**src/rtl/core/mrm_pkg.sv**
```systemverilog
`default_nettype none

package mrm_pkg;

   localparam int DIM       = 4;
   localparam int ELEM_W    = 32;
   localparam int ROW_W     = 2;
   localparam int FRAC_BITS = 16;
   localparam int PROD_W    = 2 * ELEM_W;
   localparam int PAIR_W    = PROD_W + 1;
   localparam int SUM_W     = PROD_W + 2;
   localparam int PAYLOAD_W = ROW_W + DIM * ELEM_W;
   localparam int DATA_W    = ((PAYLOAD_W + 7) / 8) * 8;
   localparam int PAD_W     = DATA_W - PAYLOAD_W;

   typedef logic signed [ELEM_W-1:0] elem_type;
   typedef logic [ROW_W-1:0]         row_type;

   localparam elem_type ELEM_MAX = {1'b0, {(ELEM_W-1){1'b1}}};
   localparam elem_type ELEM_MIN = {1'b1, {(ELEM_W-1){1'b0}}};

   typedef enum logic {
      CMD_LOAD = 1'b0,
      CMD_MUL  = 1'b1
   } command_type;

   // Load enables of the three lane pipeline stages.
   typedef struct packed {
      logic ld1;
      logic ld2;
      logic ld3;
   } lane_ctl_type;

endpackage

`default_nettype wire

```
**src/rtl/core/mrm_merge.sv**
```systemverilog
`default_nettype none

// Output register: gathers the lane results into one row and folds the
// lane overflow flags together.
module mrm_merge
   import mrm_pkg::*;
(
   input  wire logic            clock,
   input  wire logic            reset,
   input  wire logic            load,
   input  wire logic            lane_valid,
   input  row_type              lane_row,
   input  elem_type             lane_res [DIM],
   input  wire logic [DIM-1:0]  lane_ovf,
   output logic                 rsp_tvalid,
   output logic [DATA_W-1:0]    rsp_tdata,
   output logic                 rsp_tuser
);

   logic                valid_ff;
   logic                valid_in;
   logic [DATA_W-1:0]   data_ff;
   logic [DATA_W-1:0]   data_in;
   logic                ovf_ff;
   logic                ovf_in;

   always_comb begin
      valid_in = load ? lane_valid : valid_ff;
      data_in  = {{PAD_W{1'b0}}, lane_res[3], lane_res[2], lane_res[1], lane_res[0],
                  lane_row};
      ovf_in   = |lane_ovf;
   end

   always_ff @(posedge clock) begin
      if (reset) begin
         valid_ff <= 1'b0;
      end else begin
         valid_ff <= valid_in;
      end
      if (load && lane_valid) begin
         data_ff <= data_in;
         ovf_ff  <= ovf_in;
      end
   end

   assign rsp_tvalid = valid_ff;
   assign rsp_tdata  = data_ff;
   assign rsp_tuser  = ovf_ff;

endmodule

`default_nettype wire

```
**config.mk**
```make
export PLATFORM = sky130hd
export DESIGN_NAME = mrm_merge
export DESIGN_NICKNAME = d
export VERILOG_FILES = /design/src/rtl/core/mrm_pkg.sv /design/src/rtl/core/mrm_merge.sv
export SDC_FILE = /design/constraint.sdc
export NUM_CORES = 1
export LEC_CHECK = 0
export BUFFER_PORTS_ARGS = -buffer_cell sky130_fd_sc_hd__buf_4
export CORE_AREA = 2 2 106 108
export CTS_BUF_LIST = sky130_fd_sc_hd__clkbuf_2
export DETAILED_ROUTE_END_ITERATION = 7
export DIE_AREA = 0 0 108 110
export PLACE_DENSITY = 0.77
export REMOVE_ABC_BUFFERS = 1
export SYNTH_ARGS = -nofsm -noshare
export SYNTH_HDL_FRONTEND = slang
export SYNTH_SLANG_ARGS = --single-unit
export TNS_END_PERCENT = 100
```
**constraint.sdc**
```tcl
create_clock -name clock -period 3.73 [get_ports clock]
set_input_delay 0.5595 -clock clock [delete_from_list [all_inputs] [get_ports clock]]
set_output_delay 0.5595 -clock clock [all_outputs]
set_load 0.005 [all_outputs]
```
# --- Word-level counts from Yosys, hierarchy flattened ---
# Index checks and enable logic that the tools add are counted.
classes:
  reduce_logical: 2
op_table:
  columns: ["op", "count"]
  rows:
  - ["4-bit OR reduction", 1]
  - ["1-bit logical AND", 1]
word_totals:
  regBits: 132
  elab_cells: 5
  input_bits: 138
  out_inout_bits: 138

# --- Logic depth before layout (Yosys ltp) ---
# Gate-level depths: netlist (run 1).
depth:
  word_depth: 1
  depth_mapped: 2
  ltp_nobuf: 2

# --- Least setup slack after synthesis (run 1) ---
# No wires, ideal clock.
synth_path:
  kind: "input -> register"
  from: "in lane_valid"
  to: "reg data_ff[0], in the netlist rsp_tdata[0], enable pin"
  path_slack_ns: -0.334
  setup_ns: 0.505
  arrival_time_ns: 3.559
  stages: 1
  path_buffers: 0
  required_ns: 3.225
  path_cell_list: "and2_1"
synth_between:
  elab_chain_cells: 1
synth_rtl:
  columns: ["element", "line", "source"]
  rows:
  - ["from (decl)", "mrm_merge.sv:11", "input wire logic lane_valid,"]
  - ["1-bit logical AND", "mrm_merge.sv:40", "if (load && lane_valid) begin"]
  - ["to (signal assigned)", "mrm_merge.sv:41", "data_ff <= data_in;"]
  - ["to (decl)", "mrm_merge.sv:22", "logic [DATA_W-1:0] data_ff;"]
# Every way passes these cells.
# A chain may end at the register's enable or synchronous reset.

# --- Worst setup path after layout (run 1) ---
layout_path:
  from: "reg data_ff[104], in the netlist rsp_tdata[104]"
  to: "out rsp_tdata[104]"
layout_lines:
  columns: ["element", "line", "source"]
  rows:
  - ["to (decl)", "mrm_merge.sv:16", "output logic [DATA_W-1:0] rsp_tdata,"]
# No word-level cell between the ends.

==> results of run 1 <==
-- placed cells by master, fill, tap and decap left out --
master | Yosys | routed
buf_4 | 6 | 270
edfxtp_1 | 131 | 131
dlygate4sd3_1 | 0 | 117
clkbuf_2 | 0 | 17
conb_1 | 1 | 6
clkinvlp_4 | 0 | 6
clkinv_2 | 0 | 4
or4_1 | 1 | 1
and2_4 | 0 | 1
mux2i_1 | 1 | 1
nor2_1 | 1 | 1
clkinv_1 | 0 | 1
buf_12 | 0 | 1
dfxtp_1 | 1 | 1
-- worst max path at each step --
| stage | startpoint | end | slack (ns) | cells after the start |
|---|---|---|---|---|
| global route | rsp_tdata[101]$_DFFE_PP_ | rsp_tdata[101] | 1.77 | 1 |
| detailed placement | load | rsp_tdata[101]$_DFFE_PP_ | 1.81 | 3 |
| floorplan | lane_valid | rsp_tdata[0]$_DFFE_PP_ | -0.33 | 1 |
| global placement | load | rsp_tdata[60]$_DFFE_PP_ | 1.86 | 3 |
| finish | rsp_tdata[104]$_DFFE_PP_ | rsp_tdata[104] | 1.90 | 1 |
| CTS | rsp_tdata[9]$_DFFE_PP_ | rsp_tdata[9] | 1.87 | 1 |
-- registers in the layout, indices dropped and copies added, names as in the netlist --
register,flops
rsp_tuser,1
rsp_tdata,130
rsp_tvalid,1
-- layout make-up --
type                       count  share of cell area
multi-input combinational     10             0.00696
sequential                   132               0.523
timing repair buffer         388               0.426
clock buffer                  17              0.0113
tap                          140              0.0232
clock inverter                11             0.00911
-- routing by layer --
layer / share of wire / GRT usage / vias up / wire length, um
met5: 0 / 0 / - / 0
met4: 0.023 / 0.0678 / 0 / 278
met3: 0.10 / 0.0729 / 27 / 1240
met2: 0.54 / 0.251 / 198 / 6600
met1: 0.34 / 0.154 / 1447 / 4100
li1: - / - / 1373 / -
-- stage by stage --
stage	total power, mW	cells	worst slack [ns]
after floorplan	1.84	142	-0.334
after global placement	2.10	553	1.86
after detailed placement	2.11	553	1.81
after CTS	2.73	582	1.87
after global routing	2.96	698	1.77
final	2.83	698	1.90
-- synth_stat cells --
| cell | count | area [um^2] |
|---|---|---|
| or4_1 | 1 | 7.51 |
| buf_4 | 6 | 45.0 |
| mux2i_1 | 1 | 10.0 |
| dfxtp_1 | 1 | 20.0 |
| edfxtp_1 | 131 | 3930 |
| conb_1 | 1 | 3.75 |
| nor2_1 | 1 | 3.75 |
| and2_1 | 1 | 6.26 |
-- cell families after synthesis --
family / Yosys count / share of synthesized area
buffers and inverters: 6 / 0.0112
DFF: 132 / 0.981
muxes: 1 / 0.00248
other: 1 / 0.000930
and+or+nand+nor: 3 / 0.00435
-- power breakdown --
part           internal [mW]  switching (mW)
Clock                  0.148           0.499
Combinational          0.280           0.133
Sequential              1.74          0.0318
Total                   2.17           0.664
-- worst register-to-register path: stages (launching register included) --
cell and delay [ns]:
dfxtp_1 0.36, mux2i_1 0.17, nor2_1 0.06
==> impl_metrics.py, run 1 <==
metrics = {
    "timing": {
        "tns_ns": 0,
        "min_period_ns": 1.83,
        "timing.final.crit_share": 0.490,
        "timing.fmax_mhz": 547,
        "timing.hold.ws_ns": 0.0632,
        "slew_violations": 0,
        "rsz0062_at_grt": "no",
        "hold_viol_final": 0,
        "finalClockSkew_ns": 0,
        "finalSetupViolations": 0,
    },
    "global_route": {
        "grt_usage": 0.147,
        "overflow": 0,
        "grt_pass1_wl_um": 12400,
        "antenna_found_initial": 0,
        "grt_pass1_vias": 2443,
        "grt_max_degree": 67,
    },
    "critical_path": {
        "rr_startpoint": "rsp_tvalid$_SDFFE_PP0P_",
        "arrival_ns": 1.27,
        "critical_path_buf_inv_count": 1,
        "timing.rr.end": "rsp_tvalid$_SDFFE_PP0P_",
        "crit_chain": "buf_4",
        "path_class": "register to primary output",
        "r2r_slack_ns": 3.06,
        "worst_setup_path_end_kind": "primary output",
        "cp_top_family": "flip-flops",
        "cpPeakStageDelay_ns": 0.44,
        "cp.required_ns": 3.17,
        "reg2reg_depth": 2,
        "crit_fanout": 1,
        "worstSetupStartpointType": "register",
        "slowest_stage": "edfxtp_1",
    },
    "drt": {
        "drt_pass1_iterations": 5,
        "drcViolationCount": 0,
        "vias_per_cell": 4.36,
        "routedWlPerCell_um": 17.5,
        "routed_wirelength_um": 12200,
        "ant_nets": 0,
        "vias": 3045,
        "drtIter0Drc": 119,
    },
    "synth": {
        "ys_warn_count": 0,
        "seq_area_frac_synth": 0.981,
        "syn-cell-area_um2": 4030,
        "ys_seq_elements": 132,
        "synth.avg_cell_area_um2": 28.2,
        "synthCells": 143,
        "synth.distinct_cells": 8,
    },
    "die": {
        "floorplan.initialDensity": 0.377,
        "die_h_um": 110,
        "coreArea_um2": 10700,
        "fp-row-count": 38,
        "fp.dieW_um": 108,
        "die_area_um2": 11900,
        "ios": 276,
    },
    "clock_network": {
        "cts_tree": "done",
        "path_clk_slew_ns": 0.20,
        "cts_hold_buf": 1,
        "cts_buffers": 17,
        "cts_root_buf": "clkbuf_2",
        "post_cts_buffers": 0,
        "ctsResizeCount": 0,
        "htree_levels": 4,
        "worstSkewPairLatency_ns": 0.64,
        "cts_buffer_depth": 2,
        "cts_sinks": 132,
    },
    "run": {
        "maxCapViolations": 0,
    },
    "power_and_ir_drop": {
        "leakagePower_nw": 3.16,
        "ir_worst_vdd_uv": 220,
        "power.density_nw_per_um2": 375,
    },
    "hold_path": {
        "min_path_cells": 1,
        "hold_class": "input port to register",
        "hp-start": "lane_res[75]",
        "hold_end": "rsp_tdata[45]$_DFFE_PP_",
    },
    "placement": {
        "placed_area_um2": 6230,
        "gp_congestion": 0.742,
        "io_buffer_count": 269,
    },
    "layout": {
        "finalNetCount": 687,
        "multiInputGateArea_um2": 52.6,
        "final_util": 0.706,
        "nFillCells": 628,
        "syn_to_final_growth_pct": 87.4,
        "n_antenna_cell": 0,
        "post_route_cells_drive_above_1_share": 0.536,
        "seq_area_um2": 3950,
        "final_area_um2": 7550,
    },
    "outcome": {
        "status": "completed",
    },
}
Note: power is estimated with default switching activity, not from simulation.
==> inputs of run 2 (changes only) <==
==> constraint.sdc (replaced) <==
create_clock -name clock -period 1.65 [get_ports clock]
set_input_delay 0.2475 -clock clock [delete_from_list [all_inputs] [get_ports clock]]
set_output_delay 0.2475 -clock clock [all_outputs]
set_load 0.005 [all_outputs]
==> impl_metrics.py, run 2 <==
metrics = {
    "synth": {
        "synth-edff-count": 131,
        "yosysMostFrequentCell": "edfxtp_1",
        "ys_warn_count": 0,
        "synthTopCellsByCount": "edfxtp_1 (131), buf_4 (6)",
        "synth_xor_area_frac": 0,
        "yosys.area_share.simple": 0.00435,
        "synth_mux_area_frac": 0.00248,
        "yosysTopAreaCellShare": 0.976,
        "synth_async_sr_flop_share": 0,
        "ys_seq_elements": 132,
        "synthFlopType": "edfxtp_1",
        "synth.distinct_cells": 8,
        "synth_compound_area_frac": 0,
        "synthAdderAreaFrac": 0,
        "synth.avg_cell_area_um2": 28.2,
        "syn-cell-area_um2": 4030,
        "synthTopCellsByArea": "edfxtp_1 (98%), buf_4 (1.1%), dfxtp_1 (0.50%)",
        "seq_area_frac_synth": 0.981,
        "synth_top_family_by_area": "buffers and inverters",
        "synth_top_area_cell": "edfxtp_1",
        "synthCells": 143,
    },
    "placement": {
        "placed_area_um2": 6260,
        "hpwl_um": 7270,
        "placedCellCount": 556,
        "io_buffer_count": 269,
        "gp_congestion": 0.729,
        "dp_worst_setup_slack_ns": 0.372,
    },
    "die": {
        "die_h_um": 110,
        "ios": 276,
        "fp.dieW_um": 108,
        "fp-row-count": 38,
        "floorplan.initialDensity": 0.377,
    },
    "clock_network": {
        "ctsResizeCount": 0,
        "cts_hold_buf": 118,
        "post_cts_buffers": 0,
        "htree_levels": 4,
        "cts_sinks": 132,
        "cts_buffer_depth": 2,
        "cts_buffers": 17,
        "cts_root_buf": "clkbuf_2",
    },
    "outcome": {
        "stop_stage": "clock tree synthesis",
        "error": "[ERROR RSZ-0060] Max buffer count reached.",
        "status": "did not finish",
    },
}
[run 2: cell counts after synthesis]
No cell type changed its count.
[run 2: logic make-up after synthesis]
logic type | Yosys count
muxes | 1
DFF | 132
other | 1
buffers and inverters | 6
and+or+nand+nor | 3
[run 2: metrics by stage]
stage / setup TNS [ns] / util
3_5_place_dp: 0 / 0.585
3_3_place_gp: 0 / 0.585
2_1_floorplan: -275.41 / -
==> inputs of run 3 (changes only) <==
--- a/config.mk
+++ b/config.mk
@@ -6,11 +6,9 @@
 export NUM_CORES = 1
 export LEC_CHECK = 0
 export BUFFER_PORTS_ARGS = -buffer_cell sky130_fd_sc_hd__buf_4
-export CORE_AREA = 2 2 106 108
-export CTS_BUF_LIST = sky130_fd_sc_hd__clkbuf_2
+export CORE_UTILIZATION = 25
 export DETAILED_ROUTE_END_ITERATION = 7
-export DIE_AREA = 0 0 108 110
-export PLACE_DENSITY = 0.77
+export PLACE_DENSITY_LB_ADDON = 0.15
 export REMOVE_ABC_BUFFERS = 1
 export SYNTH_ARGS = -nofsm -noshare
 export SYNTH_HDL_FRONTEND = slang
==> constraint.sdc (replaced) <==
create_clock -name clock -period 2.15 [get_ports clock]
set_input_delay 0.3225 -clock clock [delete_from_list [all_inputs] [get_ports clock]]
set_output_delay 0.3225 -clock clock [all_outputs]
set_load 0.005 [all_outputs]
==> impl_metrics.py, run 3 (synthesis results as in run 1) <==
metrics = {
    "die": {
        "die_h_um": 129,
        "ios": 276,
        "fp.dieW_um": 129,
        "die_area_um2": 16600,
        "coreArea_um2": 15800,
        "floorplan.initialDensity": 0.255,
        "fp-row-count": 46,
    },
    "drt": {
        "drcViolationCount": 0,
        "vias": 2452,
        "vias_per_cell": 3.71,
        "drtIter0Drc": 104,
        "routedWlPerCell_um": 15.1,
        "ant_nets": 0,
        "routed_wirelength_um": 9980,
        "drt_pass1_iterations": 4,
    },
    "global_route": {
        "grt_pass1_vias": 2500,
        "grt_pass1_wl_um": 13700,
        "overflow": 0,
        "grt_usage": 0.117,
        "antenna_found_initial": 0,
        "grt_max_degree": 72,
    },
    "timing": {
        "min_period_ns": 1.29,
        "finalClockSkew_ns": 0,
        "timing.fmax_mhz": 777,
        "timing.hold.ws_ns": 0.0830,
        "rsz0062_at_grt": "no",
        "timing.final.crit_share": 0.599,
        "slew_violations": 0,
        "hold_viol_final": 0,
        "finalSetupViolations": 0,
        "tns_ns": 0,
        "setup_slack_ns": 0.863,
    },
    "critical_path": {
        "cpPeakStageDelay_ns": 0.40,
        "path_class": "register to primary output",
        "reg2reg_depth": 2,
        "critical_path_buf_inv_count": 1,
        "worstSetupStartpointType": "register",
        "cp.required_ns": 1.83,
        "crit_chain": "buf_4",
        "rr_startpoint": "rsp_tvalid$_SDFFE_PP0P_",
        "worst_setup_path_end_kind": "primary output",
        "timing.rr.end": "rsp_tvalid$_SDFFE_PP0P_",
        "r2r_slack_ns": 1.55,
        "cp_top_family": "flip-flops",
        "slowest_stage": "edfxtp_1",
        "arrival_ns": 0.96,
        "crit_fanout": 1,
    },
    "hold_path": {
        "hold_class": "input port to register",
        "min_path_cells": 2,
        "hp-start": "reset",
        "hold_end": "rsp_tvalid$_SDFFE_PP0P_",
    },
    "placement": {
        "placed_area_um2": 6340,
        "io_buffer_count": 269,
        "placedCellCount": 629,
        "gp_congestion": 0.753,
        "dp_worst_setup_slack_ns": 0.837,
    },
    "power_and_ir_drop": {
        "power.density_nw_per_um2": 929,
        "ir_worst_vdd_uv": 441,
        "p_total_mw": 6.42,
        "leakagePower_nw": 2.86,
    },
    "run": {
        "maxCapViolations": 0,
    },
    "clock_network": {
        "cts_buffers": 17,
        "cts_hold_buf": 0,
        "htree_levels": 4,
        "cts_tree": "done",
        "path_clk_slew_ns": 0.05,
        "cts_buffer_depth": 2,
        "cts_sinks": 132,
        "cts_root_buf": "clkbuf_16",
        "ctsResizeCount": 0,
        "worstSkewPairLatency_ns": 0.40,
        "post_cts_buffers": 0,
    },
    "layout": {
        "finalNetCount": 570,
        "seq_area_um2": 3950,
        "final_util": 0.437,
        "final_area_um2": 6910,
        "multiInputGateArea_um2": 52.6,
        "syn_to_final_growth_pct": 71.5,
        "n_antenna_cell": 0,
        "nFillCells": 1451,
        "fin_cells": 661,
        "final_common_cell": "buf_4",
        "largest_register_ffs": 130,
        "post_route_cells_drive_above_1_share": 0.667,
        "layout_common_cells": "buf_4 (269), edfxtp_1 (131), clkbuf_16 (17), conb_1 (6), clkbuf_1 (4)",
    },
    "outcome": {
        "status": "completed",
    },
}
[run 3: metal layers]
metal	GRT usage	part of all wire
met4	0.0830	0.033
met1	0.116	0.35
met5	0	0
met3	0.0524	0.096
met2	0.196	0.52
[run 3: power breakdown]
group | internal [mW] | leakage, nW | switching (mW)
sequential | 3.03 | 1.24 | 0.0456
clock | 1.81 | 0.274 | 1.02
combinational | 0.348 | 1.34 | 0.179
total | 5.18 | 2.86 | 1.24
[run 3: final cells by class]
cell class | instances | area share
Clock buffer | 21 | 0.0637
Clock inverter | 11 | 0.0196
Multi-Input combinational cell | 10 | 0.00760
Sequential cell | 132 | 0.572
Tap cell | 216 | 0.0391
Timing Repair Buffer | 271 | 0.298
[run 3: worst max-delay path by stage]
stage	end	slack (ns)	cells past startpoint	from
CTS	rsp_tuser	0.82	1	rsp_tuser$_DFFE_PP_
floorplan	rsp_tdata[0]$_DFFE_PP_	-1.68	1	lane_valid
global placement	rsp_tdata[29]$_DFFE_PP_	0.86	3	load
finish	rsp_tuser	0.86	1	rsp_tuser$_DFFE_PP_
global route	rsp_tuser	0.83	1	rsp_tuser$_DFFE_PP_
detailed placement	rsp_tdata[121]$_DFFE_PP_	0.84	3	load
[run 3: worst register-to-register path: cells and delay by family, from the launching register on]
kind	cells	cell delay, ns
AND/OR/NAND/NOR	1	0.06
flip-flops	1	0.31
multiplexers	1	0.12
==> inputs of run 4 (changes only) <==
--- a/config.mk
+++ b/config.mk
@@ -5,6 +5,7 @@
 export SDC_FILE = /design/constraint.sdc
 export NUM_CORES = 1
 export LEC_CHECK = 0
+export ABC_AREA = 1
 export BUFFER_PORTS_ARGS = -buffer_cell sky130_fd_sc_hd__buf_4
 export CORE_UTILIZATION = 25
 export DETAILED_ROUTE_END_ITERATION = 7
==> constraint.sdc (replaced) <==
create_clock -name clock -period 1.3 [get_ports clock]
set_input_delay 0.195 -clock clock [delete_from_list [all_inputs] [get_ports clock]]
set_output_delay 0.195 -clock clock [all_outputs]
set_load 0.005 [all_outputs]
==> impl_metrics.py, run 4 <==
metrics = {
    "outcome": {
        "status": "completed",
    },
    "clock_network": {
        "cts_root_buf": "clkbuf_16",
        "worstSkewPairLatency_ns": 0.40,
        "cts_buffer_depth": 2,
        "htree_levels": 4,
        "cts_sinks": 132,
        "cts_tree": "done",
        "post_cts_buffers": 0,
        "path_clk_slew_ns": 0.06,
        "cts_buffers": 17,
    },
    "layout": {
        "multiInputGateArea_um2": 50.0,
        "n_antenna_cell": 0,
        "syn_to_final_growth_pct": 104,
        "seq_area_um2": 3950,
        "post_route_cells_drive_above_1_share": 0.523,
        "finalNetCount": 708,
        "final_util": 0.519,
        "nFillCells": 1316,
        "layout_common_cells": "buf_4 (272), dlygate4sd3_1 (131), edfxtp_1 (131), clkbuf_16 (17), conb_1 (6)",
        "largest_register_ffs": 130,
        "fin_cells": 799,
        "final_common_cell": "buf_4",
    },
    "power_and_ir_drop": {
        "power.density_nw_per_um2": 1300,
        "ir_worst_vdd_uv": 887,
        "leakagePower_nw": 3.42,
    },
    "synth": {
        "synth.avg_cell_area_um2": 27.5,
        "ys_seq_elements": 132,
        "yosysTopAreaCellShare": 0.974,
        "seq_area_frac_synth": 0.979,
        "syn-cell-area_um2": 4040,
        "synthCells": 147,
        "yosysMostFrequentCell": "edfxtp_1",
        "synthTopCellsByCount": "edfxtp_1 (131), buf_4 (6), nand2_1 (3)",
        "ys_warn_count": 0,
        "synth_top_area_cell": "edfxtp_1",
        "synthTopCellsByArea": "edfxtp_1 (97%), buf_4 (1.1%), dfxtp_1 (0.50%)",
        "synth_async_sr_flop_share": 0,
        "synthFlopType": "edfxtp_1",
        "synth-edff-count": 131,
        "synth.distinct_cells": 8,
    },
    "placement": {
        "placedCellCount": 636,
        "io_buffer_count": 269,
        "gp_congestion": 0.700,
        "hpwl_um": 7610,
    },
    "die": {
        "fp.dieW_um": 129,
        "ios": 276,
        "fp-row-count": 46,
        "die_area_um2": 16700,
        "floorplan.initialDensity": 0.255,
        "die_h_um": 129,
        "coreArea_um2": 15800,
    },
    "drt": {
        "met3WireLength_um": 1090,
        "vias": 3003,
        "m1WireLength_um": 3980,
        "drcViolationCount": 0,
        "wl_met2_um": 6070,
        "drtIter0Drc": 88,
        "drt_pass1_iterations": 7,
        "ant_nets": 0,
        "top_layer": "met5",
        "routed_wirelength_um": 11300,
        "vias_per_cell": 3.76,
        "routedWlPerCell_um": 14.2,
    },
    "timing": {
        "finalClockSkew_ns": 0,
        "slew_violations": 0,
        "timing.final.crit_share": 0.879,
        "min_period_ns": 1.14,
        "hold_viol_final": 0,
        "timing.fmax_mhz": 875,
        "timing.hold.ws_ns": 0.0452,
        "rsz0062_at_grt": "no",
        "finalSetupViolations": 0,
    },
    "global_route": {
        "overflow": 0,
        "grt_max_degree": 54,
        "antenna_found_initial": 1,
        "grt_pass1_wl_um": 16200,
        "grt_pass1_vias": 3233,
        "grt_usage": 0.136,
    },
    "critical_path": {
        "worst_setup_path_end_kind": "primary output",
        "r2r_slack_ns": 0.74,
        "cp.required_ns": 1.11,
        "cpPeakStageDelay_ns": 0.39,
        "crit_fanout": 1,
        "crit_chain": "buf_4",
        "slowest_stage": "edfxtp_1",
        "worstSetupStartpointType": "register",
        "arrival_ns": 0.95,
        "path_class": "register to primary output",
        "cp_top_family": "flip-flops",
        "critical_path_buf_inv_count": 1,
    },
    "run": {
        "maxCapViolations": 0,
    },
    "hold_path": {
        "hold_class": "input port to register",
    },
}
[run 4: repair_timing]
item                                    CTS  global route
resized for setup                         0             0
hold endpoints to repair                131             0
hold buffers                            131             0
endpoints found under the setup margin    0             0
[run 4: final cells by class]
cell class                      count  area share
Clock inverter                     14      0.0137
Clock buffer                       18      0.0522
Tap cell                          216      0.0329
Multi-Input combinational cell     12     0.00609
Inverter                            2     0.00122
Sequential cell                   132       0.481
Timing Repair Buffer              405       0.413
[run 4: power by group]
group	total [mW]	switching, mW	internal, mW
Sequential	5.08	0.0792	5.00
Clock	4.36	1.75	2.61
Combinational	1.21	0.377	0.837
[run 4: path summary, 6_finish.rpt]
check                                 from                      end  cells after the start
hold / removal                        load  rsp_tvalid$_SDFFE_PP0P_                      4
setup / recovery  rsp_tdata[114]$_DFFE_PP_           rsp_tdata[114]                      1
hold reg to reg    rsp_tvalid$_SDFFE_PP0P_  rsp_tvalid$_SDFFE_PP0P_                      2
setup reg to reg   rsp_tvalid$_SDFFE_PP0P_  rsp_tvalid$_SDFFE_PP0P_                      2
[run 4: cells by family after synthesis]
logic type      count (synthesis)  synth area share
compound gates                  1           0.00217
flops                         132             0.979
buf+inv                         8            0.0130
other cells                     1          0.000929
simple gates                    5           0.00465
[run 4: per-layer routing]
metal,vias up,global-route usage
met3,11,0.0714
li1,1424,-
met2,152,0.238
met1,1414,0.132
met4,2,0.0644
met5,-,0
[run 4: through the flow]
step / power, mW / cell area, um^2 / setup WS (ns) / setup TNS [ns]
after floorplan: 5.28 / 4010 / -2.00 / -261.88
after CTS: 10.8 / 8220 / 0.134 / 0
after global placement: 6.06 / 6370 / 0.142 / 0
final: 10.7 / 8220 / 0.158 / 0
after global routing: 11.1 / 8220 / 0.105 / 0
after detailed placement: 6.07 / 6370 / 0.135 / 0
